`src/rtl/core/clw_pkg.sv`:
```
// ============================================================================
// clw_pkg: shared types and constants of the character LCD writer
// Request codes, register indexes, the init byte table and the queue entry.
// ============================================================================
package clw_pkg;

    // Request codes on the input channel.
    localparam logic [1:0] REQ_INIT  = 2'd0;
    localparam logic [1:0] REQ_CLEAR = 2'd1;
    localparam logic [1:0] REQ_CMD   = 2'd2;
    localparam logic [1:0] REQ_CHAR  = 2'd3;

    // Configuration register indexes.
    localparam logic [2:0] REG_CHARS_PER_LINE = 3'd0;
    localparam logic [2:0] REG_ROW0_BASE      = 3'd1;
    localparam logic [2:0] REG_ROW1_BASE      = 3'd2;
    localparam logic [2:0] REG_ROW2_BASE      = 3'd3;
    localparam logic [2:0] REG_ROW3_BASE      = 3'd4;
    localparam logic [2:0] REG_COMMAND_WAIT   = 3'd5;
    localparam logic [2:0] REG_DATA_WAIT      = 3'd6;

    localparam int MAX_ROWS = 4;

    // Controller command bytes.
    localparam logic [7:0] CMD_CLEAR    = 8'h01;
    localparam logic [7:0] CMD_HOME     = 8'h02;
    localparam logic [7:0] CMD_SET_ADDR = 8'h80;

    localparam logic [2:0] INIT_LAST_STEP = 3'd6;

    // Queue between the front and the back.
    localparam int QUEUE_DEPTH = 4;
    localparam int QUEUE_PTR_W = 2;
    localparam int QUEUE_CNT_W = 3;

    typedef struct packed {
        logic [5:0]                 chars_per_line;
        logic [MAX_ROWS-1:0][6:0]   row_base;
        logic [15:0]                command_wait_us;
        logic [15:0]                data_wait_us;
    } cfg_t;

    // One byte to be sent as two strobes.
    typedef struct packed {
        logic       reg_select;
        logic [7:0] data_byte;
        logic       data_wait;   // 1: data delay, 0: command delay
        logic       last;
    } entry_t;

    typedef enum logic [2:0] {
        SEQ_INIT,
        SEQ_CLEAR,
        SEQ_CMD,
        SEQ_ADDR_CHAR,
        SEQ_CHAR
    } seq_t;

    typedef enum logic {
        FE_IDLE,
        FE_RUN
    } fe_state_t;

    typedef enum logic {
        PH_HIGH,
        PH_LOW
    } phase_t;

    // Power-up sequence of the controller in 4-bit mode.
    function automatic logic [7:0] init_byte(input logic [2:0] step);
        logic [7:0] b;
        unique case (step)
            3'd0:    b = 8'h33;
            3'd1:    b = 8'h32;
            3'd2:    b = 8'h28;
            3'd3:    b = 8'h0C;
            3'd4:    b = 8'h04;
            3'd5:    b = CMD_CLEAR;
            3'd6:    b = CMD_HOME;
            default: b = 8'h00;
        endcase
        return b;
    endfunction

endpackage

```
`src/rtl/core/clw_fifo.sv`:
```
// ============================================================================
// clw_fifo: byte queue between front and back
// A small register queue that lets the front and the back stall on their own.
// ============================================================================
module clw_fifo (
    input  logic             aclk,
    input  logic             aresetn,
    input  logic             push,
    input  clw_pkg::entry_t  push_entry,
    input  logic             pop,
    output clw_pkg::entry_t  head_entry,
    output logic             full,
    output logic             empty
);

    clw_pkg::entry_t                       mem [clw_pkg::QUEUE_DEPTH];
    logic [clw_pkg::QUEUE_PTR_W-1:0]       wr_ptr_reg, wr_ptr_next;
    logic [clw_pkg::QUEUE_PTR_W-1:0]       rd_ptr_reg, rd_ptr_next;
    logic [clw_pkg::QUEUE_CNT_W-1:0]       count_reg, count_next;

    assign full       = (count_reg == clw_pkg::QUEUE_CNT_W'(clw_pkg::QUEUE_DEPTH));
    assign empty      = (count_reg == '0);
    assign head_entry = mem[rd_ptr_reg];

    always_comb begin
        wr_ptr_next = push ? wr_ptr_reg + 1'b1 : wr_ptr_reg;
        rd_ptr_next = pop ? rd_ptr_reg + 1'b1 : rd_ptr_reg;
        count_next  = count_reg;
        if (push && !pop) begin
            count_next = count_reg + 1'b1;
        end else if (pop && !push) begin
            count_next = count_reg - 1'b1;
        end
    end

    always_ff @(posedge aclk) begin
        if (push) begin
            mem[wr_ptr_reg] <= push_entry;
        end
    end

    always_ff @(posedge aclk) begin
        if (!aresetn) begin
            wr_ptr_reg <= '0;
            rd_ptr_reg <= '0;
            count_reg  <= '0;
        end else begin
            wr_ptr_reg <= wr_ptr_next;
            rd_ptr_reg <= rd_ptr_next;
            count_reg  <= count_next;
        end
    end

endmodule

```
`src/rtl/core/clw_front.sv`:
```
// ============================================================================
// clw_front: request front end
// Accepts requests, tracks the message position and queues the bytes to send.
// ============================================================================
module clw_front #(
    parameter int NUM_LINES = 4
) (
    input  logic             aclk,
    input  logic             aresetn,
    input  clw_pkg::cfg_t    cfg,
    input  logic             s_valid,
    output logic             s_ready,
    input  logic [1:0]       s_req_type,
    input  logic [7:0]       s_byte_value,
    input  logic             s_message_start,
    output logic             q_push,
    output clw_pkg::entry_t  q_entry,
    input  logic             q_full
);

    clw_pkg::fe_state_t state_reg, state_next;
    clw_pkg::seq_t      seq_reg, seq_next;
    logic [2:0]         step_reg, step_next;
    logic [7:0]         byte_reg, byte_next;
    logic [7:0]         addr_reg, addr_next;
    logic [7:0]         pos_reg, pos_next;

    logic       accept, load, fire, fire_last, is_char;
    logic [7:0] pos_eff;
    logic [8:0] pos9, m1, m2, m3, m4, limit, line_start;
    logic [1:0] line_idx;
    logic       beyond;

    // Line and column come from compares against multiples of the line length.
    always_comb begin
        pos_eff = (s_message_start) ? 8'd0 : pos_reg;
        pos9    = {1'b0, pos_eff};
        m1      = (cfg.chars_per_line == '0) ? 9'd1 : {3'b000, cfg.chars_per_line};
        m2      = {m1[7:0], 1'b0};
        m3      = m1 + m2;
        m4      = {m1[6:0], 2'b00};
        if (pos9 >= m3) begin
            line_idx   = 2'd3;
            line_start = m3;
        end else if (pos9 >= m2) begin
            line_idx   = 2'd2;
            line_start = m2;
        end else if (pos9 >= m1) begin
            line_idx   = 2'd1;
            line_start = m1;
        end else begin
            line_idx   = 2'd0;
            line_start = 9'd0;
        end
        case (NUM_LINES)
            1:       limit = m1;
            2:       limit = m2;
            3:       limit = m3;
            default: limit = m4;
        endcase
        beyond = (pos9 >= limit);
    end

    assign fire      = (state_reg == clw_pkg::FE_RUN) && !q_full;
    assign fire_last = fire && q_entry.last;
    assign s_ready   = (state_reg == clw_pkg::FE_IDLE) || fire_last;
    assign accept    = s_valid && s_ready;
    assign is_char   = (s_req_type == clw_pkg::REQ_CHAR);
    assign load      = accept && !(is_char && beyond);

    // Next state.
    always_comb begin
        state_next = state_reg;
        unique case (state_reg)
            clw_pkg::FE_IDLE: begin
                state_next = load ? clw_pkg::FE_RUN : clw_pkg::FE_IDLE;
            end
            clw_pkg::FE_RUN: begin
                if (fire_last) begin
                    state_next = load ? clw_pkg::FE_RUN : clw_pkg::FE_IDLE;
                end
            end
            default: state_next = clw_pkg::FE_IDLE;
        endcase
    end

    // Request registers and message position.
    always_comb begin
        seq_next  = seq_reg;
        byte_next = byte_reg;
        addr_next = addr_reg;
        pos_next  = pos_reg;
        step_next = fire ? step_reg + 1'b1 : step_reg;
        if (load) begin
            step_next = '0;
            byte_next = s_byte_value;
            addr_next = clw_pkg::CMD_SET_ADDR | {1'b0, cfg.row_base[line_idx]};
        end
        if (accept) begin
            unique case (s_req_type)
                clw_pkg::REQ_INIT:  seq_next = clw_pkg::SEQ_INIT;
                clw_pkg::REQ_CLEAR: seq_next = clw_pkg::SEQ_CLEAR;
                clw_pkg::REQ_CMD:   seq_next = clw_pkg::SEQ_CMD;
                default: begin
                    seq_next = (pos9 == line_start) ? clw_pkg::SEQ_ADDR_CHAR
                                                    : clw_pkg::SEQ_CHAR;
                    pos_next = beyond ? pos_eff : pos_eff + 8'd1;
                end
            endcase
        end
    end

    // Byte generation for the current step.
    always_comb begin
        q_push           = (state_reg == clw_pkg::FE_RUN) && !q_full;
        q_entry          = '0;
        unique case (seq_reg)
            clw_pkg::SEQ_INIT: begin
                q_entry.data_byte = clw_pkg::init_byte(step_reg);
                q_entry.last      = (step_reg == clw_pkg::INIT_LAST_STEP);
            end
            clw_pkg::SEQ_CLEAR: begin
                q_entry.data_byte = (step_reg == '0) ? clw_pkg::CMD_CLEAR
                                                     : clw_pkg::CMD_HOME;
                q_entry.last      = (step_reg != '0);
            end
            clw_pkg::SEQ_CMD: begin
                q_entry.data_byte = byte_reg;
                q_entry.last      = 1'b1;
            end
            clw_pkg::SEQ_ADDR_CHAR: begin
                if (step_reg == '0) begin
                    q_entry.data_byte = addr_reg;
                end else begin
                    q_entry.reg_select = 1'b1;
                    q_entry.data_byte  = byte_reg;
                    q_entry.data_wait  = 1'b1;
                    q_entry.last       = 1'b1;
                end
            end
            default: begin
                q_entry.reg_select = 1'b1;
                q_entry.data_byte  = byte_reg;
                q_entry.data_wait  = 1'b1;
                q_entry.last       = 1'b1;
            end
        endcase
    end

    always_ff @(posedge aclk) begin
        seq_reg  <= seq_next;
        byte_reg <= byte_next;
        addr_reg <= addr_next;
    end

    always_ff @(posedge aclk) begin
        if (!aresetn) begin
            state_reg <= clw_pkg::FE_IDLE;
            step_reg  <= '0;
            pos_reg   <= '0;
        end else begin
            state_reg <= state_next;
            step_reg  <= step_next;
            pos_reg   <= pos_next;
        end
    end

endmodule

```
`src/rtl/core/clw_back.sv`:
```
// ============================================================================
// clw_back: nibble strobe back end
// Splits each queued byte into a high and a low nibble strobe with its wait.
// ============================================================================
module clw_back (
    input  logic             aclk,
    input  logic             aresetn,
    input  clw_pkg::cfg_t    cfg,
    input  logic             q_empty,
    input  clw_pkg::entry_t  q_head,
    output logic             q_pop,
    output logic             m_valid,
    input  logic             m_ready,
    output logic             m_reg_select,
    output logic [3:0]       m_nibble,
    output logic [15:0]      m_wait_us,
    output logic             m_last
);

    clw_pkg::phase_t  phase_reg, phase_next;
    clw_pkg::entry_t  cur_reg, cur_next;
    logic             valid_reg, valid_next;
    logic             rs_reg, rs_next;
    logic [3:0]       nibble_reg, nibble_next;
    logic [15:0]      wait_reg, wait_next;
    logic             last_reg, last_next;
    logic             out_free;

    assign out_free = !valid_reg || m_ready;

    // Next phase.
    always_comb begin
        phase_next = phase_reg;
        unique case (phase_reg)
            clw_pkg::PH_HIGH: begin
                if (out_free && !q_empty) begin
                    phase_next = clw_pkg::PH_LOW;
                end
            end
            clw_pkg::PH_LOW: begin
                if (out_free) begin
                    phase_next = clw_pkg::PH_HIGH;
                end
            end
            default: phase_next = clw_pkg::PH_HIGH;
        endcase
    end

    // Output register loading.
    always_comb begin
        q_pop       = 1'b0;
        cur_next    = cur_reg;
        valid_next  = valid_reg && !m_ready;
        rs_next     = rs_reg;
        nibble_next = nibble_reg;
        wait_next   = wait_reg;
        last_next   = last_reg;
        if (out_free) begin
            unique case (phase_reg)
                clw_pkg::PH_HIGH: begin
                    if (!q_empty) begin
                        q_pop       = 1'b1;
                        cur_next    = q_head;
                        valid_next  = 1'b1;
                        rs_next     = q_head.reg_select;
                        nibble_next = q_head.data_byte[7:4];
                        wait_next   = '0;
                        last_next   = 1'b0;
                    end
                end
                default: begin
                    valid_next  = 1'b1;
                    rs_next     = cur_reg.reg_select;
                    nibble_next = cur_reg.data_byte[3:0];
                    wait_next   = cur_reg.data_wait ? cfg.data_wait_us
                                                    : cfg.command_wait_us;
                    last_next   = cur_reg.last;
                end
            endcase
        end
    end

    assign m_valid      = valid_reg;
    assign m_reg_select = rs_reg;
    assign m_nibble     = nibble_reg;
    assign m_wait_us    = wait_reg;
    assign m_last       = last_reg;

    always_ff @(posedge aclk) begin
        cur_reg    <= cur_next;
        rs_reg     <= rs_next;
        nibble_reg <= nibble_next;
        wait_reg   <= wait_next;
        last_reg   <= last_next;
    end

    always_ff @(posedge aclk) begin
        if (!aresetn) begin
            phase_reg <= clw_pkg::PH_HIGH;
            valid_reg <= 1'b0;
        end else begin
            phase_reg <= phase_next;
            valid_reg <= valid_next;
        end
    end

endmodule

```
`src/rtl/core/char_lcd_4bit_writer.sv`:
```
// ============================================================================
// char_lcd_4bit_writer: character LCD writer for a 4-bit controller bus
// Turns init, clear, raw command and message character items into strobes.
// ============================================================================
// Usage:
// The s_ channel takes one item per request: an init sequence, a clear and
// home, a raw command byte or one message character. The m_ channel gives
// one item per bus strobe: register select, the four data lines and the
// wait in microseconds that must follow the strobe, with m_last on the
// final strobe of a request. Each byte is sent high nibble first.
// The first strobe of a request passes the front's request registers, the
// byte queue and the output register. The output register gives one strobe
// per cycle while m_ready is high. A character takes two or four strobes (four
// when it opens a line and needs a set-address command), a raw command two
// and init 14. The front accepts the next item on the cycle its last byte is
// queued, so requests follow each other without gaps in the strobe stream.
// Reset clears the message position to zero and loads the default line
// length, row addresses and delays. When the receiver holds m_ready low,
// the strobe holds, the byte queue fills and then s_ready drops.
// The user must write the configuration registers through cfg_wr_en only while idle; the block does not enforce it.
// ============================================================================
module char_lcd_4bit_writer #(
    parameter int NUM_LINES = 4
) (
    input  logic        aclk,
    input  logic        aresetn,
    input  logic        cfg_wr_en,
    input  logic [2:0]  cfg_index,
    input  logic [15:0] cfg_wdata,
    input  logic        s_valid,
    output logic        s_ready,
    input  logic [1:0]  s_req_type,
    input  logic [7:0]  s_byte_value,
    input  logic        s_message_start,
    output logic        m_valid,
    input  logic        m_ready,
    output logic        m_reg_select,
    output logic [3:0]  m_nibble,
    output logic [15:0] m_wait_us,
    output logic        m_last
);

    // Configuration registers. All of them are control-like settings, so
    // they are set to their defaults by reset.
    clw_pkg::cfg_t cfg_reg, cfg_next;

    always_comb begin
        cfg_next = cfg_reg;
        if (cfg_wr_en) begin
            unique case (cfg_index)
                clw_pkg::REG_CHARS_PER_LINE: cfg_next.chars_per_line  = cfg_wdata[5:0];
                clw_pkg::REG_ROW0_BASE:      cfg_next.row_base[0]     = cfg_wdata[6:0];
                clw_pkg::REG_ROW1_BASE:      cfg_next.row_base[1]     = cfg_wdata[6:0];
                clw_pkg::REG_ROW2_BASE:      cfg_next.row_base[2]     = cfg_wdata[6:0];
                clw_pkg::REG_ROW3_BASE:      cfg_next.row_base[3]     = cfg_wdata[6:0];
                clw_pkg::REG_COMMAND_WAIT:   cfg_next.command_wait_us = cfg_wdata;
                clw_pkg::REG_DATA_WAIT:      cfg_next.data_wait_us    = cfg_wdata;
                default:                     cfg_next = cfg_reg;
            endcase
        end
    end

    always_ff @(posedge aclk) begin
        if (!aresetn) begin
            cfg_reg.chars_per_line  <= 6'd20;
            cfg_reg.row_base[0]     <= 7'h00;
            cfg_reg.row_base[1]     <= 7'h40;
            cfg_reg.row_base[2]     <= 7'h14;
            cfg_reg.row_base[3]     <= 7'h54;
            cfg_reg.command_wait_us <= 16'd2000;
            cfg_reg.data_wait_us    <= 16'd37;
        end else begin
            cfg_reg <= cfg_next;
        end
    end

    // Front end: classifies each item and queues one byte per cycle while the queue is not full.
    logic            q_push, q_pop, q_full, q_empty;
    clw_pkg::entry_t q_push_entry, q_head;

    clw_front #(
        .NUM_LINES (NUM_LINES)
    ) u_front (
        .aclk            (aclk),
        .aresetn         (aresetn),
        .cfg             (cfg_reg),
        .s_valid         (s_valid),
        .s_ready         (s_ready),
        .s_req_type      (s_req_type),
        .s_byte_value    (s_byte_value),
        .s_message_start (s_message_start),
        .q_push          (q_push),
        .q_entry         (q_push_entry),
        .q_full          (q_full)
    );

    // The queue decouples byte generation from strobe output.
    clw_fifo u_fifo (
        .aclk       (aclk),
        .aresetn    (aresetn),
        .push       (q_push),
        .push_entry (q_push_entry),
        .pop        (q_pop),
        .head_entry (q_head),
        .full       (q_full),
        .empty      (q_empty)
    );

    // Back end: two strobes per byte from a registered output stage.
    clw_back u_back (
        .aclk         (aclk),
        .aresetn      (aresetn),
        .cfg          (cfg_reg),
        .q_empty      (q_empty),
        .q_head       (q_head),
        .q_pop        (q_pop),
        .m_valid      (m_valid),
        .m_ready      (m_ready),
        .m_reg_select (m_reg_select),
        .m_nibble     (m_nibble),
        .m_wait_us    (m_wait_us),
        .m_last       (m_last)
    );

`ifndef ASSERT_OFF
    // The back end never takes a byte from an empty queue.
    a_pop_not_empty: assert property (@(posedge aclk) disable iff (!aresetn)
        q_pop |-> !q_empty)
        else $error("byte taken from empty queue");

    // A queued byte reaches an idle output register on the next cycle.
    a_queue_drains: assert property (@(posedge aclk) disable iff (!aresetn)
        (!q_empty && !m_valid) |=> m_valid)
        else $error("queued byte did not reach idle output");

    // Reset leaves no strobe pending.
    a_reset_clears: assert property (@(posedge aclk)
        !aresetn |=> !m_valid)
        else $error("strobe valid after reset");
`endif

endmodule
```
`config.mk`:
```
export PLATFORM = sky130hd
export DESIGN_NAME = char_lcd_4bit_writer
export DESIGN_NICKNAME = d
export VERILOG_FILES = /design/src/rtl/core/clw_pkg.sv /design/src/rtl/core/clw_fifo.sv /design/src/rtl/core/clw_front.sv /design/src/rtl/core/clw_back.sv /design/src/rtl/core/char_lcd_4bit_writer.sv
export SDC_FILE = /design/constraint.sdc
export NUM_CORES = 1
export LEC_CHECK = 0
export ABC_AREA = 1
export BUFFER_PORTS_ARGS = -buffer_cell sky130_fd_sc_hd__buf_2
export CAP_MARGIN = 20
export CORE_AREA = 2 2 152 154
export CTS_BUF_LIST = sky130_fd_sc_hd__clkbuf_8 sky130_fd_sc_hd__clkbuf_16
export DETAILED_ROUTE_END_ITERATION = 12
export DIE_AREA = 0 0 154 156
export PLACE_DENSITY_LB_ADDON = 0.25
export REMOVE_ABC_BUFFERS = 1
export SLEW_MARGIN = 20
export SYNTH_ARGS = -nofsm -noshare
export SYNTH_HDL_FRONTEND = slang
export SYNTH_HIERARCHICAL = 1
export SYNTH_SLANG_ARGS = --single-unit
```
`constraint.sdc`:
```
create_clock -name aclk -period 9.6 [get_ports aclk]
set_clock_uncertainty 0.1 [all_clocks]
set_input_delay 0.48 -clock aclk [delete_from_list [all_inputs] [get_ports aclk]]
set_output_delay 0.48 -clock aclk [all_outputs]
set_load 0.05 [all_outputs]
```
-- Yosys cells after proc, flatten, opt, wreduce, memory -nomap -nowiden
Memories as Yosys holds them, arrays and structs flattened. A register that Yosys moved wholly into a read port is not among the register bits.
Index checks and enable logic that the tools add are counted.
- register bits: 134
- RAM bits: 44
- input bits: 35
- output and inout port bits: 24
- word-level logic and storage cells: 153
- memories: 1
- memories (memory ; words ; bits a word ; rd ports ; clocked after memory_dff ; write ports ; RTL line ; text):
    u_fifo.mem ; 4 ; 11 ; 1 ; 1 ; 1 ; clw_fifo.sv:16 ; clw_pkg::entry_t mem [clw_pkg::QUEUE_DEPTH];
- $add $sub $neg: 7
- order comparisons: 5
- eq/ne operators: 21
- muxes and demuxes: 49
- bitwise gates (word level): 5
- reductions and logical operators: 39
- operators by type and width (cell ; count):
    16-bit 2-to-1 mux ; 3
    6-bit one-hot mux with 7 select lines ; 1
    8-bit by 9-bit >= comparator with 1-bit output ; 4
    9-bit 2-to-1 mux ; 3
    8-bit 2-to-1 mux ; 3
    8-bit one-hot mux with 3 select lines ; 1
    3-bit equality test, second input constant ; 7
    3-bit by 2-bit equality test with 1-bit output, second input constant ; 6
    1-bit 2-to-1 mux ; 18
    2-bit AND reduction ; 9
    7-bit binary-select mux with 2-bit select ; 1
    3-bit zero test ; 4
    2-bit 2-to-1 mux ; 6
    9-bit adder ; 1
    3-bit by 1-bit equality test with 1-bit output, second input constant ; 3
    8-bit by 9-bit equality test with 1-bit output ; 1
    1-bit logical AND ; 9
    3-bit 2-to-1 mux ; 3
    3-bit one-hot mux with 3 select lines ; 1
    8-bit by 1-bit adder with 8-bit output, second input constant ; 1
    4-bit 2-to-1 mux ; 2
    1-bit one-hot mux with 2 select lines ; 4
    1-bit zero test ; 7
    7-bit 2-to-1 mux ; 1
    18 further kinds ; 27

-- Depth between registers and ports, before layout
Gate-level depths: netlist (run 1).
- depth in word-level cells: 10
- gate-level depth with buffers: 32
- gate-level depth less buffers: 31

-- Cells and area by module
Netlist (run 1), hierarchy kept.
- by module, submodules not included (module ; times used ; cells an instance ; area each (µm²) ; sequential area each (µm²)):
    clw_front ; 1 ; 451 ; 3055.4 ; 780.7
    char_lcd_4bit_writer ; 1 ; 375 ; 2591.2 ; 1321.3
    clw_fifo ; 1 ; 165 ; 2073.2 ; 1501.4
    clw_back ; 1 ; 116 ; 1272.5 ; 910.9

-- Least setup slack after synthesis (run 1)
Ideal clock, no wire load.
- path kind: flip-flop to flip-flop
- start: register cfg_reg[64] (netlist bit)
- end: register u_front.seq_reg[2] (data pin)
- data arrival time: 3.177 ns
- path slack: 6.068 ns
- stages on the path, launching flop included: 30
- buffers on the path: 1
- cell sequence: dfxtp_1 > inv_1 > ha_1 > nand2_1 > nor2_1 > nor2_1 > inv_1 > nand2_1 > nand2_1 > inv_1 > ha_1 > inv_1 > nand2_1 > nand3_1 > nand2_1 > a21o_1 > inv_1 > ha_1 > nand2_1 > nor2_1 > nand4_1 > nand3_1 > clkbuf_1 > nand2_1 > nand3_1 > nand2_1 > nor2_1 > nand2_1 > nor2_1 > nor2_1
- cells in the longest elaborated chain, start to end: 9
- elaborated cells on any way between the ends: 12
- those cells by class: add/sub: 1; order compare: 3; eq/ne: 1; mux: 6; reduce/logical: 1
- RTL lines (item ; RTL line ; text):
    start, declared ; char_lcd_4bit_writer.sv:45 ; clw_pkg::cfg_t cfg_reg, cfg_next;
    start signal, assigned ; char_lcd_4bit_writer.sv:73 ; cfg_reg <= cfg_next;
    6-bit zero test ; clw_front.sv:38 ; m1 = (cfg.chars_per_line == '0) ? 9'd1 : {3'b000, cfg.chars_per_line};
    6-bit 2-to-1 mux (*) ; clw_front.sv:38 ;
    parallel branches: the longest is 3 deep, another holds 9-bit adder ; n/a ;
    9-bit 2-to-1 mux (*) ; clw_front.sv:42 ; if (pos9 >= m3) begin
    8-bit by 9-bit equality test with 1-bit output (*) ; clw_front.sv:105 ; seq_next = (pos9 == line_start) ? clw_pkg::SEQ_ADDR_CHAR
    3-bit 2-to-1 mux (*) ; clw_front.sv:105 ;
    3-bit one-hot mux with 3 select lines (*) ; clw_front.sv:100 ; unique case (s_req_type)
    end signal, assigned ; clw_front.sv:151 ; seq_reg <= seq_next;
    end, declared ; clw_front.sv:22 ; clw_pkg::seq_t seq_reg, seq_next;
Mark *: on every way between the ends.
A chain may end at the register's enable or synchronous reset.

-- Worst setup path after layout (run 1)
Same ends and word-level chain as after synthesis.

==> results of run 1 <==
==> power by group through the flow <==
stage | combinational (mW) | clock [mW] | sequential (mW)
floorplan | 0.273 | 0 | 1.21
global placement | 0.616 | 0 | 1.04
detailed placement | 0.623 | 0 | 1.04
CTS | 0.624 | 0.673 | 1.02
global route | 0.687 | 0.705 | 1.03
finish | 0.620 | 0.656 | 1.02
==> path summary, 6_finish.rpt <==
path / slack [ns] / end / startpoint / depth (start not counted)
worst min-delay path: 0.13 / u_front/byte_reg[4]$_DFFE_PP_ / s_byte_value[4] / 1
worst max-delay path: 5.15 / u_front/seq_reg[2]$_DFFE_PP_ / cfg_reg[64]$_SDFFE_PN1P_ / 28
worst max register to register: 5.15 / u_front/seq_reg[2]$_DFFE_PP_ / cfg_reg[64]$_SDFFE_PN1P_ / 28
worst min register to register: 0.36 / cfg_reg[24]$_SDFFE_PN1P_ / cfg_reg[24]$_SDFFE_PN1P_ / 2
==> layout by cell type, fill, tap and decap left out, types with 3 or more instances in the layout <==
master,synthesis,layout
inv_2,7,7
nor2_2,4,5
nand2_1,235,235
ha_1,44,44
o21ai_1,23,23
nand2_4,4,4
nand2_2,4,4
inv_1,106,108
nor2_1,228,227
a21oi_1,38,38
nand4_1,12,12
a211oi_1,3,3
dfxtp_1,89,89
nor3_1,4,4
o22ai_1,18,18
edfxtp_1,91,91
nand3_1,100,100
xor2_1,3,3
buf_4,11,6
xnor2_1,3,3
buf_2,12,58
o21ai_0,35,35
clkbuf_16,0,17
inv_4,0,3
==> metal layers <==
layer | share of wire | GRT usage
met1 | 0.46 | 0.2254
met2 | 0.48 | 0.2987
met3 | 0.046 | 0.03222
met4 | 0.017 | 0.05652
met5 | 0 | 0
==> critical path: cells and delay by family, from the launching register on <==
family	cells	cell delay, ns
AO/OA/AOI/OAI	3	0.75
buffers and inverters	5	0.39
adder cells (fa/ha/maj)	3	0.57
AND/OR/NAND/NOR	17	2.04
flip-flops	1	0.35
==> logic make-up (layout without fill, tap and decap cells) <==
| group | count (synthesis) | in the layout | share of synthesized area |
|---|---|---|---|
| buffers and inverters | 148 | 211 | 0.06971 |
| adder cells (fa/ha/maj) | 45 | 45 | 0.06345 |
| XOR/XNOR | 6 | 6 | 0.005845 |
| AND/OR/NAND/NOR | 596 | 596 | 0.2761 |
| flip-flops | 180 | 180 | 0.5020 |
| AO/OA/AOI/OAI | 132 | 132 | 0.08293 |
==> layout make-up <==
type / count / share of cell area
Sequential cell: 180 / 0.4493
Multi-Input combinational cell: 779 / 0.3836
Inverter: 115 / 0.04296
Clock buffer: 17 / 0.04234
Tap cell: 285 / 0.03549
Timing Repair Buffer: 64 / 0.03338
Clock inverter: 15 / 0.01295
==> summary.txt, run 1 <==
Status
  – Outcome: finished, final reports clean

CTS
  – CTS tree: done
  – Post-CTS Setup Inserts: 0
  – Post-CTS Hold Buffers: 0
  – Root Driver: clkbuf_16
  – CTS max path bufs: 2
  – H-Tree Depth: 4
  – Num CTS Buffers: 17
  – Skew-Pair Late Insertion Delay: 0.43 ns
  – Clock Pin Slew Worst Setup and Hold Paths: 0.07 ns
  – # resized after CTS: 0
  – Clk sinks: 180

Yosys
  – Yosys top cell by area: edfxtp_1
  – Yosys reg bits: 180
  – Mean Syn Cell Area: 8.123 um2
  – Post-synth ARST share: 0
  – Most instantiated library cell after synthesis: nand2_1
  – Post-synth top area share: 0.3039
  – Top post-synthesis cells by area: edfxtp_1 (30%), dfxtp_1 (20%), nand2_1 (9.8%), nor2_1 (9.5%), ha_1 (6.1%)
  – Post-Syn Instances: 1107
  – Synth cell count leaders: nand2_1 (235), nor2_1 (228), inv_1 (106), nand3_1 (100), edfxtp_1 (91)
  – Yosys Warn Count: 6
  – Library cells used by synthesis: 43
  – Register area share after synthesis: 0.5020
  – Syn Std Cell Area: 8992 um2
  – Dominant synthesized flop cell: edfxtp_1
  – Post-synth EDFFs: 91

Placed design
  – Port-buffer cells: 58
  – Placed cell area: 9492 um2
  – Placed Instances: 1423
  – Place WS: 5.267 ns
  – Routability cong.: 0.8835
  – Hpwl dp: 14230 um

GRT
  – Initial antenna violation count: 0
  – GR Util All Layers: 0.1750
  – Congestion Overflow GR: 0
  – Vias in the first global route: 6724
  – Global-route wire length before repair: 33420 um
  – Largest net degree at the start of global routing: 81

Power and ir drop
  – Sequential share of power: 0.444
  – NetSw: 820.9 uW
  – Leakage power: 4.536 nW
  – Combinational Power Share: 0.270
  – Clock power frac: 0.286
  – Power Density: 228.5 nW/um2
  – Internal: 1.475 mW
  – Switching share of power: 0.3576
  – Final Total Pwr: 2.295 mW
  – Worst VDD drop: 0.0001098 V

Final layout
  – Fill cells: 2221
  – Layout cells sized above 1: 0.1026
  – Multi-input gate area: 3854 um2
  – Fin cells: 1455
  – Post-route design area: 10050 um2
  – Area grow syn2layout: 11.73%
  – Reg area: 4514 um2
  – Largest register FFs: 66
  – Ant. Diodes: 0
  – Nets: 1237
  – Utilization after layout: 0.4492

Critical path
  – CP max stage cell: nand3_1
  – Top cell by count, worst path: nand2_1
  – Worst Setup End Kind: register
  – Kind of critical path: register to register
  – Crit path DAT: 4.53 ns
  – CP max FO: 21
  – Max incr delay on CP: 0.56 ns
  – Startpoint Class: register
  – WP data required: 9.68 ns

Timing
  – FMAX: 224.8 MHz
  – Fin Setup TNS: 0 ns
  – RSZ-0062 raised after global routing: no
  – Period utilisation layout: 0.4634
  – Final Hold Viols: 0
  – Max Slew Vio Count: 0
  – Hold WS: 0.1271 ns
  – Final setup fails: 0
  – Relative slew slack: 0.3689
  – Crit path time final: 4.449 ns
  – Min setup slack post-route: 5.151 ns
  – Worst slew pin tran: 0.9457 ns

Die
  – Die ar.: 24020 um2
  – Starting Density: 0.4021
  – Chip Width: 154 um
  – Io pins: 59
  – # rows: 55
  – Die span in y: 156 um
  – Core area: 22370 um2

Flow run
  – # Max-Cap Violations: 0

Drt
  – DRC violations left: 0
  – Post-DR vias/cell: 4.961
  – WL/cell: 14.04 um
  – Post-Route WL: 20420 um
  – Starting DRT DRC Count: 499
  – DRT antenna net count: 0
  – Routed via count: 7218
  – First-pass DRT Iterations: 6

Worst hold path
  – Hold crit path type: input pin to register
Note: power is estimated with default switching activity, not from simulation.
==> run 2, diff against run 1 <==
clock period = 4.6 ns   (was 9.6 ns; I/O delays follow)
==> run 2 against run 1 <==
  * Clock power grew 130%
  * Worst setup slack lost 4.5 ns
  * Register-to-register slack lost 4.5 ns
  * Flip-flop and latch count is the same
  * Combinational power grew 100%
  * Worst hold slack lost 0.095 ns
  * Critical path depth is the same
  * Critical endpoint unchanged
  * Routed wire length grew 0.64%
  * Final cell count grew 1.4%
  * First-iteration DRC count shrank 11%
  * Largest power group unchanged
==> summary.txt, run 2 (synthesis gave the netlist of run 1 again) <==
Status
  – Outcome: finished, final reports clean

Critical path
  – Kind of critical path: register to register
  – WP data required: 4.68 ns
  – Worst Setup End Kind: register
  – Worst Setup SP: cfg_reg[64]$_SDFFE_PN1P_
  – Max incr delay on CP: 0.40 ns
  – CP bufs+invs: 5
  – CP max stage cell: dfxtp_1
  – Crit path DAT: 4.04 ns
  – CP max FO: 10
  – RR Startpoint: cfg_reg[64]$_SDFFE_PN1P_
  – CP top delay family: simple AND/OR/NAND/NOR gates
  – Startpoint Class: register

Worst hold path
  – Hold crit path type: input pin to register
  – Worst hold start: cfg_wdata[12]

Die
  – # rows: 55
  – Chip Width: 154 um
  – Die span in y: 156 um
  – Io pins: 59
  – Core area: 22370 um2
  – Die ar.: 24020 um2
  – Starting Density: 0.4021

Power and ir drop
  – Leakage power: 4.647 nW
  – Worst VDD drop: 0.0002548 V
  – Power Density: 479.5 nW/um2

Final layout
  – Layout cells sized above 1: 0.1034
  – Area grow syn2layout: 14.51%
  – Most common cell after layout, fill and taps aside: nand2_1
  – Largest register FFs: 66
  – Nets: 1257
  – Fill cells: 2194
  – Most frequent cells in the layout: nand2_1 (235), nor2_1 (228), inv_1 (108)
  – Ant. Diodes: 0
  – Post-route design area: 10300 um2

CTS
  – Clk sinks: 180
  – Skew-Pair Late Insertion Delay: 0.42 ns
  – Root Driver: clkbuf_16
  – Post-CTS Setup Inserts: 0
  – H-Tree Depth: 4
  – Num CTS Buffers: 17
  – Clock Pin Slew Worst Setup and Hold Paths: 0.07 ns
  – CTS max path bufs: 2
  – CTS tree: done

Flow run
  – # Max-Cap Violations: 0

Drt
  – DRC violations left: 0
  – DRT antenna net count: 0
  – Starting DRT DRC Count: 445
  – Routed via count: 7272
  – WL/cell: 13.93 um
  – Post-Route WL: 20550 um
  – Post-DR vias/cell: 4.930
  – First-pass DRT Iterations: 5

GRT
  – Congestion Overflow GR: 0
  – Vias in the first global route: 6657
  – GR Util All Layers: 0.1748
  – Largest net degree at the start of global routing: 46
  – Global-route wire length before repair: 33460 um
  – Initial antenna violation count: 0

Placed design
  – Hpwl dp: 14160 um
  – Placed cell area: 9519 um2
  – Routability cong.: 0.8832
  – Port-buffer cells: 58

Timing
  – Fin Setup TNS: 0 ns
  – Period utilisation layout: 0.8626
  – Worst slew pin tran: 0.9384 ns
  – RSZ-0062 raised after global routing: no
  – Relative slew slack: 0.3737
  – Crit path time final: 3.968 ns
  – FMAX: 252.0 MHz
  – Final Hold Viols: 0
  – Max Slew Vio Count: 0
  – Final setup fails: 0
## run 2: changes by cell type in the layout (fill, tap and decap cells not counted)
| cell | delta |
|---|---|
| inv_6 | +1 |
| buf_4 | +4 |
| nor2_2 | -1 |
| inv_4 | -3 |
| dlygate4sd3_1 | +16 |
| nor2_1 | +1 |
| bufinv_16 | +2 |
| inv_8 | +2 |
| clkinv_2 | -2 |
## run 2: final timing paths
path | end | slack [ns] | cells after the start
setup reg to reg | u_front/seq_reg[2]$_DFFE_PP_ | 0.63 | 28
hold reg to reg | u_fifo/rd_ptr_reg[1]$_SDFFE_PN0P_ | 0.34 | 1
hold / removal | cfg_reg[12]$_SDFFE_PN0P_ | 0.03 | 5
setup / recovery | u_front/seq_reg[2]$_DFFE_PP_ | 0.63 | 28
## run 2: layer usage
metal / vias to the layer above / routed length, um / global-route usage
met3: 20 / 1034 / 0.02944
met4: 0 / 268 / 0.05696
met5: - / 0 / 0
li1: 3778 / - / -
met2: 179 / 9753 / 0.2983
met1: 3295 / 9494 / 0.2266
## run 2: area by class of cell
class / instances / area, um2 / share of cell area
inverters: 115 / 431.7 / 0.04192
clock buffers: 17 / 425.4 / 0.04131
clock inverters: 15 / 192.7 / 0.01871
well taps: 285 / 356.6 / 0.03463
repair buffers: 84 / 525.5 / 0.05103
flip-flops and latches: 180 / 4514 / 0.4384
multi-input cells: 779 / 3851 / 0.3740
## run 2: power by group
group	switching (mW)	internal [mW]
clock	0.640	0.872
combinational	0.954	0.315
sequential	0.140	2.02
## run 2: timing repair
item / CTS / global route
hold buffers: 16 / 0
hold endpoints to repair: 17 / 0
gates resized for setup: 0 / 0
## run 2: stage by stage
stage | utilization | instances | worst slack [ns] | total power [mW] | hold WS (ns)
floorplan | - | 1074 | 0.8088 | 3.092 | 0.2146
global placement | 0.4256 | 1427 | 0.7697 | 3.440 | 0.3101
detailed placement | 0.4256 | 1427 | 0.7113 | 3.456 | 0.3109
CTS | 0.4604 | 1475 | 0.6761 | 4.981 | 0.01421
global route | 0.4604 | 1475 | 0.09673 | 5.194 | 0.03589
finish | 0.4604 | 1475 | 0.6319 | 4.938 | 0.03235
## run 2: tightest hold or removal path: stages
cell and delay (ns):
buf_2 0.07, inv_1 0.04, nand3_1 0.07, nand2_1 0.05, nor2_1 0.07
